`src/rtl/core/hdlcfe_pkg.sv`:
```
`default_nettype none
// ----------------------------------------------------------------------------
// hdlcfe_pkg
// Shared types, line codes and the CRC-16 byte update for the frame encoder.
// ----------------------------------------------------------------------------
package hdlcfe_pkg;

	localparam logic [7:0]  FLAG_BYTE = 8'h7E;
	localparam logic [7:0]  ESC_BYTE  = 8'h7D;
	localparam logic [7:0]  STUFF_XOR = 8'h20;
	localparam logic [15:0] CRC_INIT  = 16'hFFFF;
	localparam logic [15:0] CRC_POLY  = 16'hA001;

	typedef struct packed {
		logic [7:0] data_byte;
		logic       has_data;
		logic       frame_first;
		logic       frame_last;
		logic [7:0] address;
		logic [7:0] control;
	} item_t;

	typedef struct packed {
		logic  vld;
		item_t item;
	} slot_t;

	typedef enum logic [2:0] {
		STEP_FLAG_OPEN,
		STEP_ADDR,
		STEP_ESC_HDR,
		STEP_CTRL,
		STEP_DATA,
		STEP_CRC_LO,
		STEP_CRC_HI,
		STEP_FLAG_CLOSE
	} step_t;

	function automatic logic [15:0] crc_update(input logic [15:0] crc, input logic [7:0] b);
		logic [15:0] c;
		c = crc ^ {8'h00, b};
		for (int k = 0; k < 8; k++) begin
			if (c[0]) begin
				c = (c >> 1) ^ CRC_POLY;
			end else begin
				c = c >> 1;
			end
		end
		return c;
	endfunction

endpackage
`default_nettype wire

```
`src/rtl/core/hdlcfe_in_if.sv`:
```
`default_nettype none
// ----------------------------------------------------------------------------
// hdlcfe_in_if
// Request channel carrying one frame item per handshake.
// ----------------------------------------------------------------------------
interface hdlcfe_in_if;
	logic       valid;
	logic       ready;
	logic [7:0] data_byte;
	logic       has_data;
	logic       frame_first;
	logic       frame_last;
	logic [7:0] address;
	logic [7:0] control;

	modport source (
		output valid, data_byte, has_data, frame_first, frame_last, address, control,
		input  ready
	);
	modport sink (
		input  valid, data_byte, has_data, frame_first, frame_last, address, control,
		output ready
	);
endinterface
`default_nettype wire

```
`src/rtl/core/hdlcfe_out_if.sv`:
```
`default_nettype none
// ----------------------------------------------------------------------------
// hdlcfe_out_if
// Line channel carrying one encoded byte per handshake.
// ----------------------------------------------------------------------------
interface hdlcfe_out_if;
	logic       valid;
	logic       ready;
	logic [7:0] out_byte;
	logic       run_last;
	logic       frame_end;

	modport source (
		output valid, out_byte, run_last, frame_end,
		input  ready
	);
	modport sink (
		input  valid, out_byte, run_last, frame_end,
		output ready
	);
endinterface
`default_nettype wire

```
`src/rtl/core/hdlcfe_front.sv`:
```
`default_nettype none
// ----------------------------------------------------------------------------
// hdlcfe_front
// Input stage: registers requests and drops those that produce no bytes.
// ----------------------------------------------------------------------------
module hdlcfe_front (
	input  wire logic          clk,
	input  wire logic          arst_n,
	hdlcfe_in_if.sink          frame_req,
	output hdlcfe_pkg::slot_t  push,
	input  wire logic          push_ready
);

	logic                vld_s1;
	hdlcfe_pkg::item_t   item_s1;
	logic                busy_item;
	logic                take;

	assign busy_item = frame_req.has_data | frame_req.frame_first | frame_req.frame_last;
	assign frame_req.ready = !vld_s1 || push_ready;
	assign take = frame_req.valid && frame_req.ready && busy_item;

	always_ff @(posedge clk or negedge arst_n) begin
		if (!arst_n) begin
			vld_s1 <= 1'b0;
		end else if (take) begin
			vld_s1 <= 1'b1;
		end else if (push_ready) begin
			vld_s1 <= 1'b0;
		end
	end

	always_ff @(posedge clk) begin
		if (take) begin
			item_s1.data_byte   <= frame_req.data_byte;
			item_s1.has_data    <= frame_req.has_data;
			item_s1.frame_first <= frame_req.frame_first;
			item_s1.frame_last  <= frame_req.frame_last;
			item_s1.address     <= frame_req.address;
			item_s1.control     <= frame_req.control;
		end
	end

	assign push.vld  = vld_s1;
	assign push.item = item_s1;

endmodule
`default_nettype wire

```
`src/rtl/core/hdlcfe_queue.sv`:
```
`default_nettype none
// ----------------------------------------------------------------------------
// hdlcfe_queue
// Short FIFO of pending requests between the front and the back end.
// ----------------------------------------------------------------------------
module hdlcfe_queue #(
	parameter int QDEPTH = 2
) (
	input  wire logic                         clk,
	input  wire logic                         arst_n,
	input  wire hdlcfe_pkg::slot_t            push,
	output logic                              push_ready,
	output hdlcfe_pkg::slot_t                 head,
	input  wire logic                         pop,
	output logic [$clog2(QDEPTH+1)-1:0]       count
);

	localparam int PW = $clog2(QDEPTH);
	localparam int CW = $clog2(QDEPTH + 1);

	hdlcfe_pkg::item_t  mem_q [QDEPTH];
	logic [PW-1:0]      wr_ptr_q;
	logic [PW-1:0]      rd_ptr_q;
	logic [CW-1:0]      cnt_q;
	logic               wr_en;
	logic               rd_en;

	assign push_ready = (cnt_q != CW'(QDEPTH));
	assign wr_en      = push.vld && push_ready;
	assign rd_en      = pop && (cnt_q != '0);

	always_ff @(posedge clk or negedge arst_n) begin
		if (!arst_n) begin
			wr_ptr_q <= '0;
			rd_ptr_q <= '0;
			cnt_q    <= '0;
		end else begin
			if (wr_en) begin
				wr_ptr_q <= (wr_ptr_q == PW'(QDEPTH - 1)) ? '0 : wr_ptr_q + PW'(1);
			end
			if (rd_en) begin
				rd_ptr_q <= (rd_ptr_q == PW'(QDEPTH - 1)) ? '0 : rd_ptr_q + PW'(1);
			end
			if (wr_en && !rd_en) begin
				cnt_q <= cnt_q + CW'(1);
			end else if (rd_en && !wr_en) begin
				cnt_q <= cnt_q - CW'(1);
			end
		end
	end

	always_ff @(posedge clk) begin
		if (wr_en) begin
			mem_q[wr_ptr_q] <= push.item;
		end
	end

	assign head.vld  = (cnt_q != '0);
	assign head.item = mem_q[rd_ptr_q];
	assign count     = cnt_q;

endmodule
`default_nettype wire

```
`src/rtl/core/hdlcfe_back.sv`:
```
`default_nettype none
// ----------------------------------------------------------------------------
// hdlcfe_back
// Byte sequencer: walks the head request, stuffs, runs the CRC, drives the line.
// ----------------------------------------------------------------------------
module hdlcfe_back (
	input  wire logic               clk,
	input  wire logic               arst_n,
	input  wire hdlcfe_pkg::slot_t  head,
	output logic                    pop,
	hdlcfe_out_if.source            line
);

	hdlcfe_pkg::step_t  step_q;
	hdlcfe_pkg::step_t  cur_step;
	hdlcfe_pkg::step_t  nxt_step;
	logic               busy_q;
	logic               stuff_q;
	logic [7:0]         hold_q;
	logic [15:0]        crc_q;
	logic               o_vld_q;
	logic [7:0]         o_byte_q;
	logic               o_last_q;
	logic               o_end_q;

	logic               adv;
	logic [7:0]         b_sel;
	logic               stuffable;
	logic               is_body;
	logic               need_esc;
	logic               last_step;
	logic               done;
	logic [7:0]         emit_byte;

	assign adv = head.vld && (!o_vld_q || line.ready);

	always_comb begin
		if (busy_q) begin
			cur_step = step_q;
		end else if (head.item.frame_first) begin
			cur_step = hdlcfe_pkg::STEP_FLAG_OPEN;
		end else if (head.item.has_data) begin
			cur_step = hdlcfe_pkg::STEP_DATA;
		end else begin
			cur_step = hdlcfe_pkg::STEP_CRC_LO;
		end
	end

	// next state
	always_comb begin
		unique case (cur_step)
			hdlcfe_pkg::STEP_FLAG_OPEN: begin
				nxt_step  = hdlcfe_pkg::STEP_ADDR;
				last_step = 1'b0;
			end
			hdlcfe_pkg::STEP_ADDR: begin
				nxt_step  = hdlcfe_pkg::STEP_ESC_HDR;
				last_step = 1'b0;
			end
			hdlcfe_pkg::STEP_ESC_HDR: begin
				nxt_step  = hdlcfe_pkg::STEP_CTRL;
				last_step = 1'b0;
			end
			hdlcfe_pkg::STEP_CTRL: begin
				nxt_step  = head.item.has_data ? hdlcfe_pkg::STEP_DATA
				                               : hdlcfe_pkg::STEP_CRC_LO;
				last_step = !head.item.has_data && !head.item.frame_last;
			end
			hdlcfe_pkg::STEP_DATA: begin
				nxt_step  = hdlcfe_pkg::STEP_CRC_LO;
				last_step = !head.item.frame_last;
			end
			hdlcfe_pkg::STEP_CRC_LO: begin
				nxt_step  = hdlcfe_pkg::STEP_CRC_HI;
				last_step = 1'b0;
			end
			hdlcfe_pkg::STEP_CRC_HI: begin
				nxt_step  = hdlcfe_pkg::STEP_FLAG_CLOSE;
				last_step = 1'b0;
			end
			hdlcfe_pkg::STEP_FLAG_CLOSE: begin
				nxt_step  = hdlcfe_pkg::STEP_FLAG_CLOSE;
				last_step = 1'b1;
			end
			default: begin
				nxt_step  = hdlcfe_pkg::STEP_FLAG_CLOSE;
				last_step = 1'b1;
			end
		endcase
	end

	// outputs
	always_comb begin
		unique case (cur_step)
			hdlcfe_pkg::STEP_FLAG_OPEN:  b_sel = hdlcfe_pkg::FLAG_BYTE;
			hdlcfe_pkg::STEP_ADDR:       b_sel = head.item.address;
			hdlcfe_pkg::STEP_ESC_HDR:    b_sel = hdlcfe_pkg::ESC_BYTE;
			hdlcfe_pkg::STEP_CTRL:       b_sel = head.item.control;
			hdlcfe_pkg::STEP_DATA:       b_sel = head.item.data_byte;
			hdlcfe_pkg::STEP_CRC_LO:     b_sel = crc_q[7:0];
			hdlcfe_pkg::STEP_CRC_HI:     b_sel = crc_q[15:8];
			hdlcfe_pkg::STEP_FLAG_CLOSE: b_sel = hdlcfe_pkg::FLAG_BYTE;
			default:                     b_sel = hdlcfe_pkg::FLAG_BYTE;
		endcase
		stuffable = (cur_step != hdlcfe_pkg::STEP_FLAG_OPEN) &&
		            (cur_step != hdlcfe_pkg::STEP_FLAG_CLOSE);
		is_body   = (cur_step == hdlcfe_pkg::STEP_ADDR) ||
		            (cur_step == hdlcfe_pkg::STEP_ESC_HDR) ||
		            (cur_step == hdlcfe_pkg::STEP_CTRL) ||
		            (cur_step == hdlcfe_pkg::STEP_DATA);
		need_esc  = !stuff_q && stuffable &&
		            ((b_sel == hdlcfe_pkg::FLAG_BYTE) || (b_sel == hdlcfe_pkg::ESC_BYTE));
		done      = !need_esc && last_step;
		if (stuff_q) begin
			emit_byte = hold_q;
		end else if (need_esc) begin
			emit_byte = hdlcfe_pkg::ESC_BYTE;
		end else begin
			emit_byte = b_sel;
		end
	end

	assign pop = adv && done;

	always_ff @(posedge clk or negedge arst_n) begin
		if (!arst_n) begin
			busy_q  <= 1'b0;
			stuff_q <= 1'b0;
			step_q  <= hdlcfe_pkg::STEP_FLAG_OPEN;
			crc_q   <= hdlcfe_pkg::CRC_INIT;
			o_vld_q <= 1'b0;
		end else begin
			if (adv) begin
				if (need_esc) begin
					stuff_q <= 1'b1;
					busy_q  <= 1'b1;
					step_q  <= cur_step;
				end else begin
					stuff_q <= 1'b0;
					busy_q  <= !done;
					step_q  <= nxt_step;
				end
				if ((cur_step == hdlcfe_pkg::STEP_FLAG_OPEN) ||
				    (cur_step == hdlcfe_pkg::STEP_FLAG_CLOSE)) begin
					crc_q <= hdlcfe_pkg::CRC_INIT;
				end else if (is_body && !stuff_q) begin
					crc_q <= hdlcfe_pkg::crc_update(crc_q, b_sel);
				end
				o_vld_q <= 1'b1;
			end else if (line.ready) begin
				o_vld_q <= 1'b0;
			end
		end
	end

	always_ff @(posedge clk) begin
		if (need_esc && adv) begin
			hold_q <= b_sel ^ hdlcfe_pkg::STUFF_XOR;
		end
		if (adv) begin
			o_byte_q <= emit_byte;
			o_last_q <= done;
			o_end_q  <= (cur_step == hdlcfe_pkg::STEP_FLAG_CLOSE);
		end
	end

	assign line.valid     = o_vld_q;
	assign line.out_byte  = o_byte_q;
	assign line.run_last  = o_last_q;
	assign line.frame_end = o_end_q;

endmodule
`default_nettype wire

```
`src/rtl/core/hdlc_frame_encoder_crc16_core.sv`:
```
`default_nettype none
// ----------------------------------------------------------------------------
// hdlc_frame_encoder_crc16_core
// Path: front stage register, then queue, then back-end output register.
// Throughput: one line byte per cycle while a request is queued and the line is
// ready (back-end sequencer); a request yields 1 to 14 bytes, an idle one none.
// Reset: asynchronous, clears the queue and output valid, CRC back to 0xFFFF.
// ----------------------------------------------------------------------------
module hdlc_frame_encoder_crc16_core #(
	parameter int QDEPTH = 2
) (
	input  wire logic  clk,
	input  wire logic  arst_n,
	hdlcfe_in_if.sink  frame_req,
	hdlcfe_out_if.source line
);

	localparam int CW = $clog2(QDEPTH + 1);

	hdlcfe_pkg::slot_t  push;
	hdlcfe_pkg::slot_t  head;
	logic               push_ready;
	logic               pop;
	logic [CW-1:0]      q_count;

	hdlcfe_front u_front (
		.clk        (clk),
		.arst_n     (arst_n),
		.frame_req  (frame_req),
		.push       (push),
		.push_ready (push_ready)
	);

	hdlcfe_queue #(
		.QDEPTH (QDEPTH)
	) u_queue (
		.clk        (clk),
		.arst_n     (arst_n),
		.push       (push),
		.push_ready (push_ready),
		.head       (head),
		.pop        (pop),
		.count      (q_count)
	);

	hdlcfe_back u_back (
		.clk    (clk),
		.arst_n (arst_n),
		.head   (head),
		.pop    (pop),
		.line   (line)
	);

	a_close_flag : assert property (@(posedge clk) disable iff (!arst_n)
		line.valid && line.frame_end |->
			line.run_last && (line.out_byte == hdlcfe_pkg::FLAG_BYTE))
		else $error("closing flag malformed");

	a_queue_bound : assert property (@(posedge clk) disable iff (!arst_n)
		q_count <= CW'(QDEPTH))
		else $error("queue count overflow");

	a_escape_pair : assert property (@(posedge clk) disable iff (!arst_n)
		line.valid && line.ready && (line.out_byte == hdlcfe_pkg::ESC_BYTE) |->
			!line.run_last ##1 line.valid &&
			((line.out_byte == 8'h5E) || (line.out_byte == 8'h5D)))
		else $error("escape not followed by stuffed byte");

endmodule
`default_nettype wire

```
`src/flat_wrapper.sv`:
```
// flat-port wrapper written by rule: the top's interface ports become plain ports
module hdlc_frame_encoder_crc16_core_flat 
#(
	parameter int QDEPTH = 2
)
  (clk, arst_n, frame_req_valid, frame_req_data_byte, frame_req_has_data, frame_req_frame_first, frame_req_frame_last, frame_req_address, frame_req_control, frame_req_ready, line_valid, line_out_byte, line_run_last, line_frame_end, line_ready);
  hdlcfe_in_if frame_req_i ();
  hdlcfe_out_if line_i ();
  input  wire logic clk;
  input  wire logic arst_n;
  input wire logic [$bits(frame_req_i.valid)-1:0] frame_req_valid;
  input wire logic [$bits(frame_req_i.data_byte)-1:0] frame_req_data_byte;
  input wire logic [$bits(frame_req_i.has_data)-1:0] frame_req_has_data;
  input wire logic [$bits(frame_req_i.frame_first)-1:0] frame_req_frame_first;
  input wire logic [$bits(frame_req_i.frame_last)-1:0] frame_req_frame_last;
  input wire logic [$bits(frame_req_i.address)-1:0] frame_req_address;
  input wire logic [$bits(frame_req_i.control)-1:0] frame_req_control;
  output wire logic [$bits(frame_req_i.ready)-1:0] frame_req_ready;
  output wire logic [$bits(line_i.valid)-1:0] line_valid;
  output wire logic [$bits(line_i.out_byte)-1:0] line_out_byte;
  output wire logic [$bits(line_i.run_last)-1:0] line_run_last;
  output wire logic [$bits(line_i.frame_end)-1:0] line_frame_end;
  input wire logic [$bits(line_i.ready)-1:0] line_ready;
  assign frame_req_i.valid = frame_req_valid;
  assign frame_req_i.data_byte = frame_req_data_byte;
  assign frame_req_i.has_data = frame_req_has_data;
  assign frame_req_i.frame_first = frame_req_frame_first;
  assign frame_req_i.frame_last = frame_req_frame_last;
  assign frame_req_i.address = frame_req_address;
  assign frame_req_i.control = frame_req_control;
  assign frame_req_ready = frame_req_i.ready;
  assign line_valid = line_i.valid;
  assign line_out_byte = line_i.out_byte;
  assign line_run_last = line_i.run_last;
  assign line_frame_end = line_i.frame_end;
  assign line_i.ready = line_ready;
  hdlc_frame_encoder_crc16_core #(.QDEPTH(QDEPTH)) u_core (.clk(clk), .arst_n(arst_n), .frame_req(frame_req_i), .line(line_i));
endmodule
```
`config.mk`:
```
export PLATFORM = sky130hd
export DESIGN_NAME = hdlc_frame_encoder_crc16_core_flat
export DESIGN_NICKNAME = d
export VERILOG_FILES = /design/src/rtl/core/hdlcfe_pkg.sv /design/src/rtl/core/hdlcfe_in_if.sv /design/src/rtl/core/hdlcfe_out_if.sv /design/src/rtl/core/hdlcfe_front.sv /design/src/rtl/core/hdlcfe_queue.sv /design/src/rtl/core/hdlcfe_back.sv /design/src/rtl/core/hdlc_frame_encoder_crc16_core.sv /design/src/flat_wrapper.sv
export SDC_FILE = /design/constraint.sdc
export NUM_CORES = 1
export LEC_CHECK = 0
export BUFFER_PORTS_ARGS = -buffer_cell sky130_fd_sc_hd__buf_2
export CAP_MARGIN = 30
export CELL_PAD_IN_SITES_DETAIL_PLACEMENT = 2
export CELL_PAD_IN_SITES_GLOBAL_PLACEMENT = 2
export CORE_ASPECT_RATIO = 1.75
export CORE_MARGIN = 8
export CORE_UTILIZATION = 43
export CTS_CLUSTER_DIAMETER = 60
export DETAILED_ROUTE_END_ITERATION = 12
export PLACE_DENSITY_LB_ADDON = 0.1
export SLEW_MARGIN = 20
export SYNTH_ARGS = -nofsm -noshare
export SYNTH_HDL_FRONTEND = slang
export SYNTH_HIERARCHICAL = 1
export SYNTH_SLANG_ARGS = --single-unit
```
`constraint.sdc`:
```
create_clock -name clk -period 4.4 [get_ports clk]
set_input_delay 0.22 -clock clk [delete_from_list [all_inputs] [get_ports clk]]
set_output_delay 0.22 -clock clk [all_outputs]
set_load 0.02 [all_outputs]
```
==> out/qor.csv, run 1 <==
metric;value;unit
r2r_cells;15;
hold_class;in -> reg;
fin_ws;0.646;ns
io_buffer_count;42;
r2r_start;u_core/u_queue/rd_ptr_q;
drc;0;
top_usage_layer;met2;
clk_pin_slew;0.07;ns
coreArea;12700;um^2
syn_nets;419;
synth_edf_count;99;
vdd_ir_drop_max;418;uV
max_freq;266;MHz
grt_setup_unrepaired;no;
cts_buffer_depth;2;
grt_use_met3;4.03;%
hold_depth;3;
cp-end-kind;flop;
crit_fanout;23;
use_met2;32.3;%
ys_seq_area_share;66.3;%
wl_per_cell;21.9;um
root_buffer;clkbuf_16;
grt_antenna_before_repair;0;
dieArea;16900;um^2
hpwl;9710;um
avgSynthCellArea;14.3;um^2
clkLatencyLatePin;0.42;ns
layout.nets;502;
final_common_cell;edfxtp_1;
start_util;43.5;%
startpoint_type;flop;
cts.sinks;126;
n_fill_cell;1157;
via_per_inst;5.27;
period_share;85.3;%
drive_above_1_share;30.8;%
cts_tree;built;
slew_headroom;46.7;%
first_global_vias;4016;
preCtsSetupSlack;0.794;ns
critPathKind;reg -> reg;
grtUsageTotal;18.5;%
leakage;2.59;nW
wl;14300;um
ant_nets;0;
startpoint;u_core/u_queue/rd_ptr_q;
grt_pass1_wl;23000;um
period_minus_slack;3.75;ns
use_met1;19.6;%
ys_types;60;
vias;3446;
cts_resized;0;
async_flop_share;21.4;%
hold_start;frame_req_valid;
ys_ff_latch;126;
syn_inst;387;
area_growth;23.0;%
setup-tns-final;0;ns
tightest_slew;0.800;ns
p_per_area;972;nW/um^2
final_core_util;53.5;%
syn_area;5530;um^2
antenna_cells;0;
slew_viol_final;0;
io_pins;43;
overflow;0;
cts_setup_buffers;0;
hold_viol;0;
dieWidth;102;um
placed_area;5930;um^2
design_area;6810;um^2
drt_iter0_drc;97;
final_cell_mix;edfxtp_1 (99), buf_2 (42), nor2_1 (36), dlygate4sd3_1 (28), nand2_1 (26);
critPathRequiredTime;4.73;ns
maxCapViolCount;0;
outcome;finished, final reports clean;
synth_flop_cell;edfxtp_1;
drt_first_pass_iters;4;
skew;0.0110;ns
rows;55;
grt_max_degree;28;
die_y;166;um
cts_made_buffers;17;
setup_viol;0;
yosysWarnings;6;
h-tree-depth;4;
place_congestion;0.808;
arrival;4.09;ns
-- cell families (layout without fill, tap and decap cells) --
group,Yosys count,count (layout),synth area share (%)
DFF,126,126,66.3
and+or+nand+nor,102,102,9.09
AOI/OAI and AO/OA,77,77,9.29
muxes,30,30,7.39
xor gates and xnor gates,26,26,4.93
buffers and inverters,25,121,2.76
adders and majority gates,1,1,0.226
-- cells in the mapped netlist, types with 5 or more instances --
cell      instances  share of area, %
xnor2_1          16               2.5
mux2_2           11               2.2
nand2_1          26               1.8
mux2_4           19               5.2
nor2_1           37               2.5
nor2b_1           6              0.68
edfxtp_1         99                54
xor2_1            6              0.95
o21ai_0          17               1.5
o211ai_1          5              0.68
dfstp_2          16               7.6
dfrtp_1          11               5.0
a21oi_1          23               2.1
buf_2             6              0.54
clkbuf_1          7              0.47
nand2b_1          6              0.68
a21o_1            5              0.68
inv_1             7              0.47
-- state kept, by name, summed over array words and instances (netlist names) --
register                      flops
u_core/u_back/line.run_last       1
u_core/u_queue/mem_q             54
u_core/u_back/crc_q              16
u_core/u_back/line.frame_end      1
u_core/u_back/line.valid          1
u_core/u_back/step_q              3
u_core/u_back/hold_q              8
u_core/u_back/line.out_byte       8
u_core/u_front/vld_s1             1
u_core/u_back/stuff_q             1
u_core/u_queue/count              2
u_core/u_front/push              27
u_core/u_back/busy_q              1
u_core/u_queue/rd_ptr_q           1
u_core/u_queue/wr_ptr_q           1
-- critical path, cell delays in order, from the launching register on --
cell	delay, ns
dfrtp_1	0.49
buf_4	0.43
mux2_4	0.33
nand2_1	0.08
a21oi_1	0.09
a311oi_2	0.36
nand2_1	0.18
or3_1	0.42
nand4_1	0.16
o21a_1	0.16
and2_1	0.15
nand2_1	0.10
ha_1	0.21
xor2_1	0.15
nor2_1	0.13
xor2_1	0.20
-- report_power, final --
group / leakage [nW] / internal (mW) / total [mW] / switching, mW
sequential: 1.22 / 1.81 / 2.08 / 0.271
combinational: 1.08 / 1.45 / 3.14 / 1.69
clock: 0.292 / 0.763 / 1.39 / 0.625
total: 2.59 / 4.02 / 6.61 / 2.59
-- routing by layer --
| metal | up-vias | share of wire (%) |
|---|---|---|
| li1 | 1598 | - |
| met1 | 1741 | 38 |
| met2 | 75 | 56 |
| met3 | 32 | 2.7 |
| met4 | 0 | 3.8 |
| met5 | - | 0 |
-- per-stage QoR --
step / hold slack (ns) / power [mW] / instances
after detailed placement: 0.293 / 5.24 / 594
after CTS: 0.0308 / 6.70 / 654
final: 0.0432 / 6.61 / 654
after global routing: 0.0427 / 7.00 / 654
after floorplan: -0.0756 / 4.40 / 387
after global placement: 0.278 / 5.10 / 594
-- worst paths after layout --
check | slack (ns) | end
worst max-delay path | 0.65 | u_core/u_queue/count[1]
worst min-delay path | 0.04 | u_core/u_front/vld_s1
worst max register to register | 0.65 | u_core/u_queue/count[1]
worst min register to register | 0.45 | u_core/u_queue/mem_q[0][16]
max in group asynchronous | 3.61 | u_core/u_back/stuff_q
min in group asynchronous | 0.36 | u_core/u_back/step_q[0]
-- cell type report --
cell class | instances | area (um^2) | share of cell area [%]
flip-flops and latches | 126 | 3670 | 53.9
multi-input cells | 236 | 1720 | 25.3
repair buffers | 82 | 581 | 8.53
clock buffers | 17 | 425 | 6.25
well taps | 171 | 214 | 3.14
clock inverters | 15 | 169 | 2.48
inverters | 7 | 26.3 | 0.386
-- what timing repair did --
action,4_1_cts,5_1_grt
hold buffers,28,0
hold endpoints to repair,38,0
setup endpoints to repair,0,0
No activity file was read; power rests on OpenSTA's default activity.
==> run 2: changes to the inputs <==
--- a/config.mk
+++ b/config.mk
@@ -10,7 +10,6 @@
 export CELL_PAD_IN_SITES_DETAIL_PLACEMENT = 2
 export CELL_PAD_IN_SITES_GLOBAL_PLACEMENT = 2
 export CORE_ASPECT_RATIO = 1.75
-export CORE_MARGIN = 8
 export CORE_UTILIZATION = 43
 export CTS_CLUSTER_DIAMETER = 60
 export DETAILED_ROUTE_END_ITERATION = 12
@@ -18,5 +17,5 @@
 export SLEW_MARGIN = 20
 export SYNTH_ARGS = -nofsm -noshare
 export SYNTH_HDL_FRONTEND = slang
-export SYNTH_HIERARCHICAL = 1
 export SYNTH_SLANG_ARGS = --single-unit
+export TNS_END_PERCENT = 50
==> run 2 against run 1 <==
Effect of this change:
- final area increased by 1.3%
- non-clock buffer count down 1
- critical path depth is 2 lower
- combinational power fell by 2%
- clock power about the same
- utilization increased by 1.4 points
- clock skew fell by 0.0022 ns
- via count up 7.5%
- area after synthesis up 1.5%
- sequential cell count did not move
- clock-buffer cell count up 1
- sequential power about the same
==> out/qor.csv, run 2 <==
metric;value;unit;change
final_common_cell;edfxtp_1;;unchanged
wl;15100;um;was 14300 um
vdd_ir_drop_max;474;uV;was 418 uV
drt_iter0_drc;194;;was 97
ys_types;71;;was 60
top_register;u_core.u_queue.mem_q;;was u_core/u_queue/mem_q
cts_buffer_depth;2;;unchanged
dieArea;13500;um^2;was 16900 um^2
clk_pin_slew;0.06;ns;was 0.07 ns
ys_seq_area_share;65.3;%;was 66.3%
path_cells;buf_4, nor2_1, a222oi_1, o21ai_0, a21boi_1, xor2_1, and4_1, nor2_1, nand2_1, ha_1, xor2_1, nor2_1, xor2_1;;was buf_4, mux2_4, nand2_1, a21oi_1, a311oi_2, nand2_1, or3_1, nand4_1, o21a_1, and2_1, nand2_1, ha_1, xor2_1, nor2_1, xor2_1
first_global_vias;4184;;was 4016
min_to;u_core.u_front.push[14];;was u_core/u_front/vld_s1
r2r_cells;13;;was 15
maxCapViolCount;0;;unchanged
rows;54;;was 55
hold_slack;0.0162;ns;was 0.0432 ns
synth.most_common_cell;edfxtp_1;;unchanged
coreArea;12600;um^2;was 12700 um^2
cts_made_buffers;17;;unchanged
critPathRequiredTime;4.70;ns;was 4.73 ns
antenna_cells;0;;unchanged
layout.nets;512;;was 502
hpwl;10400;um;was 9710 um
io_buffer_count;42;;unchanged
cp_slowest_cell;a222oi_1;;was dfrtp_1
max_freq;261;MHz;was 266 MHz
startpoint_type;flop;;unchanged
synth_flop_cell;edfxtp_1;;unchanged
root_buffer;clkbuf_16;;unchanged
r2r_start;u_core.u_queue.rd_ptr_q;;was u_core/u_queue/rd_ptr_q
critPathKind;reg -> reg;;unchanged
syn_nets;430;;was 419
cts_setup_buffers;0;;unchanged
tightest_slew;0.713;ns;was 0.800 ns
setup_viol;0;;unchanged
period_minus_slack;3.84;ns;was 3.75 ns
netlist.area_leader.share;52.9;%;was 53.7%
p_per_area;951;nW/um^2;was 972 nW/um^2
drt_first_pass_iters;4;;unchanged
die_y;153;um;was 166 um
via_per_inst;5.61;;was 5.27
avgSynthCellArea;14.1;um^2;was 14.3 um^2
dieWidth;88.4;um;was 102 um
power;6.56;mW;was 6.61 mW
cp_top_family;compound AO/OA/AOI/OAI gates;;was simple AND/OR/NAND/NOR gates
largest_reg_flops;54;;unchanged
slew_headroom;52.5;%;was 46.7%
wl_per_cell;22.9;um;was 21.9 um
rrSetupSlack;0.56;ns;was 0.65 ns
drc;0;;unchanged
period_share;87.2;%;was 85.3%
hold_depth;1;;was 3
arrival;4.14;ns;was 4.09 ns
place_congestion;0.863;;was 0.808
async_flop_share;21.4;%;unchanged
syn_inst;398;;was 387
hold_class;in -> reg;;unchanged
setup-tns-final;0;ns;unchanged
slew_viol_final;0;;unchanged
grt_setup_unrepaired;no;;unchanged
overflow;0;;unchanged
h-tree-depth;4;;unchanged
skew;0.00885;ns;was 0.0110 ns
vias;3705;;was 3446
area_growth;22.8;%;was 23.0%
grt_pass1_wl;23600;um;was 23000 um
hold_viol;0;;unchanged
final_core_util;54.9;%;was 53.5%
start_util;44.7;%;was 43.5%
reg2reg_to;u_core.u_queue.count[1];;was u_core/u_queue/count[1]
grt_max_degree;38;;was 28
cts.sinks;126;;unchanged
ant_nets;0;;unchanged
critPathBufInv;1;;unchanged
ys_ff_latch;126;;unchanged
drive_above_1_share;27.2;%;was 30.8%
yosysWarnings;0;;was 6
crit_fanout;37;;was 23
cts_tree;built;;unchanged
synth_top_area_cell;edfxtp_1;;unchanged
critPathMaxStageDelay;0.65;ns;was 0.49 ns
leakage;2.54;nW;was 2.59 nW
hold_start;frame_req_address[6];;was frame_req_valid
io_pins;43;;unchanged
synth.area.top_cells;edfxtp_1 (53%), dfstp_2 (7.5%), dfrtp_1 (4.9%);;was edfxtp_1 (54%), dfstp_2 (7.6%), mux2_4 (5.2%)
netlist_top_cells_count;edfxtp_1 (99), nand2_1 (24), nor2_1 (23);;was edfxtp_1 (99), nor2_1 (37), nand2_1 (26)
synth_edf_count;99;;unchanged
final_cell_mix;edfxtp_1 (99), buf_2 (42), dlygate4sd3_1 (27), nand2_1 (24), nor2_1 (22);;was edfxtp_1 (99), buf_2 (42), nor2_1 (36), dlygate4sd3_1 (28), nand2_1 (26)
grt_antenna_before_repair;0;;unchanged
grtUsageTotal;24.7;%;was 18.5%
outcome;finished, final reports clean;;unchanged
cp-end-kind;flop;;unchanged
syn_area;5620;um^2;was 5530 um^2
clkLatencyLatePin;0.42;ns;about the same
-- run 2: kinds of logic (layout without fill, tap and decap cells) --
logic type      Yosys count  after routing  share of synthesized area (%)
compound gates           97             97                           13.3
xor+xnor                 26             26                           4.97
mux                      30             30                           5.59
fa+ha+maj                 1              1                          0.223
flops                   126            126                           65.3
buf+inv                  26            121                           2.18
simple gates             92             92                           8.47
-- run 2: layout make-up --
class / instances / area [um^2]
clock buffers: 18 / 429
fillers: 1184 / 5670
flip-flops and latches: 126 / 3670
repair buffers: 81 / 571
clock inverters: 14 / 159
inverters: 8 / 30.0
well taps: 168 / 210
multi-input cells: 246 / 1830
-- run 2: metal layers --
layer  track usage [%]  vias to the layer above  wire length, um
met3              4.81                       42              340
met5                 0                        -                0
met1              26.5                     1900             5670
met2              44.0                       83             8390
li1                  -                     1680                -
met4              13.9                        0              724
-- run 2: worst register-to-register path: cells and delay by family, from the launching register on --
| kind | cells | cell delay [ns] |
|---|---|---|
| fa+ha+maj | 1 | 0.19 |
| buf+inv | 1 | 0.46 |
| compound gates | 3 | 1.30 |
| xor+xnor | 3 | 0.53 |
| simple gates | 5 | 0.88 |
| flops | 1 | 0.36 |
-- run 2: power breakdown --
part	total, mW	switching (mW)	internal, mW	leakage (nW)
clock network	1.40	0.560	0.843	0.275
logic	3.08	1.76	1.32	1.05
registers	2.08	0.271	1.81	1.22
total	6.56	2.59	3.97	2.54
-- run 2: worst max-delay path by stage --
stage | startpoint | end | slack, ns | depth (start not counted)
finish | u_core.u_queue.rd_ptr_q | u_core.u_queue.count[1] | 0.56 | 13
global route | u_core.u_queue.rd_ptr_q | u_core.u_queue.count[1] | 0.32 | 14
floorplan | u_core.u_queue.mem_q[0][18] | u_core.u_queue.count[1] | 1.44 | 13
CTS | u_core.u_queue.rd_ptr_q | u_core.u_queue.count[1] | 0.54 | 13
global placement | u_core.u_queue.rd_ptr_q | u_core.u_queue.count[1] | 0.89 | 13
detailed placement | u_core.u_queue.rd_ptr_q | u_core.u_queue.count[1] | 0.63 | 13
-- run 2: repair_timing --
item	CTS	global route
resized for setup	0	0
hold buffers	27	0
endpoints found under the hold margin	37	0
-- run 2: metrics by stage --
step | instance area [um^2] | setup WS (ns) | cells
6_report | 6900 | 0.563 | 661
3_3_place_gp | 6040 | 0.892 | 602
5_1_grt | 6900 | 0.316 | 661
3_5_place_dp | 6040 | 0.628 | 602
4_1_cts | 6900 | 0.537 | 661
2_1_floorplan | 5620 | 1.44 | 398
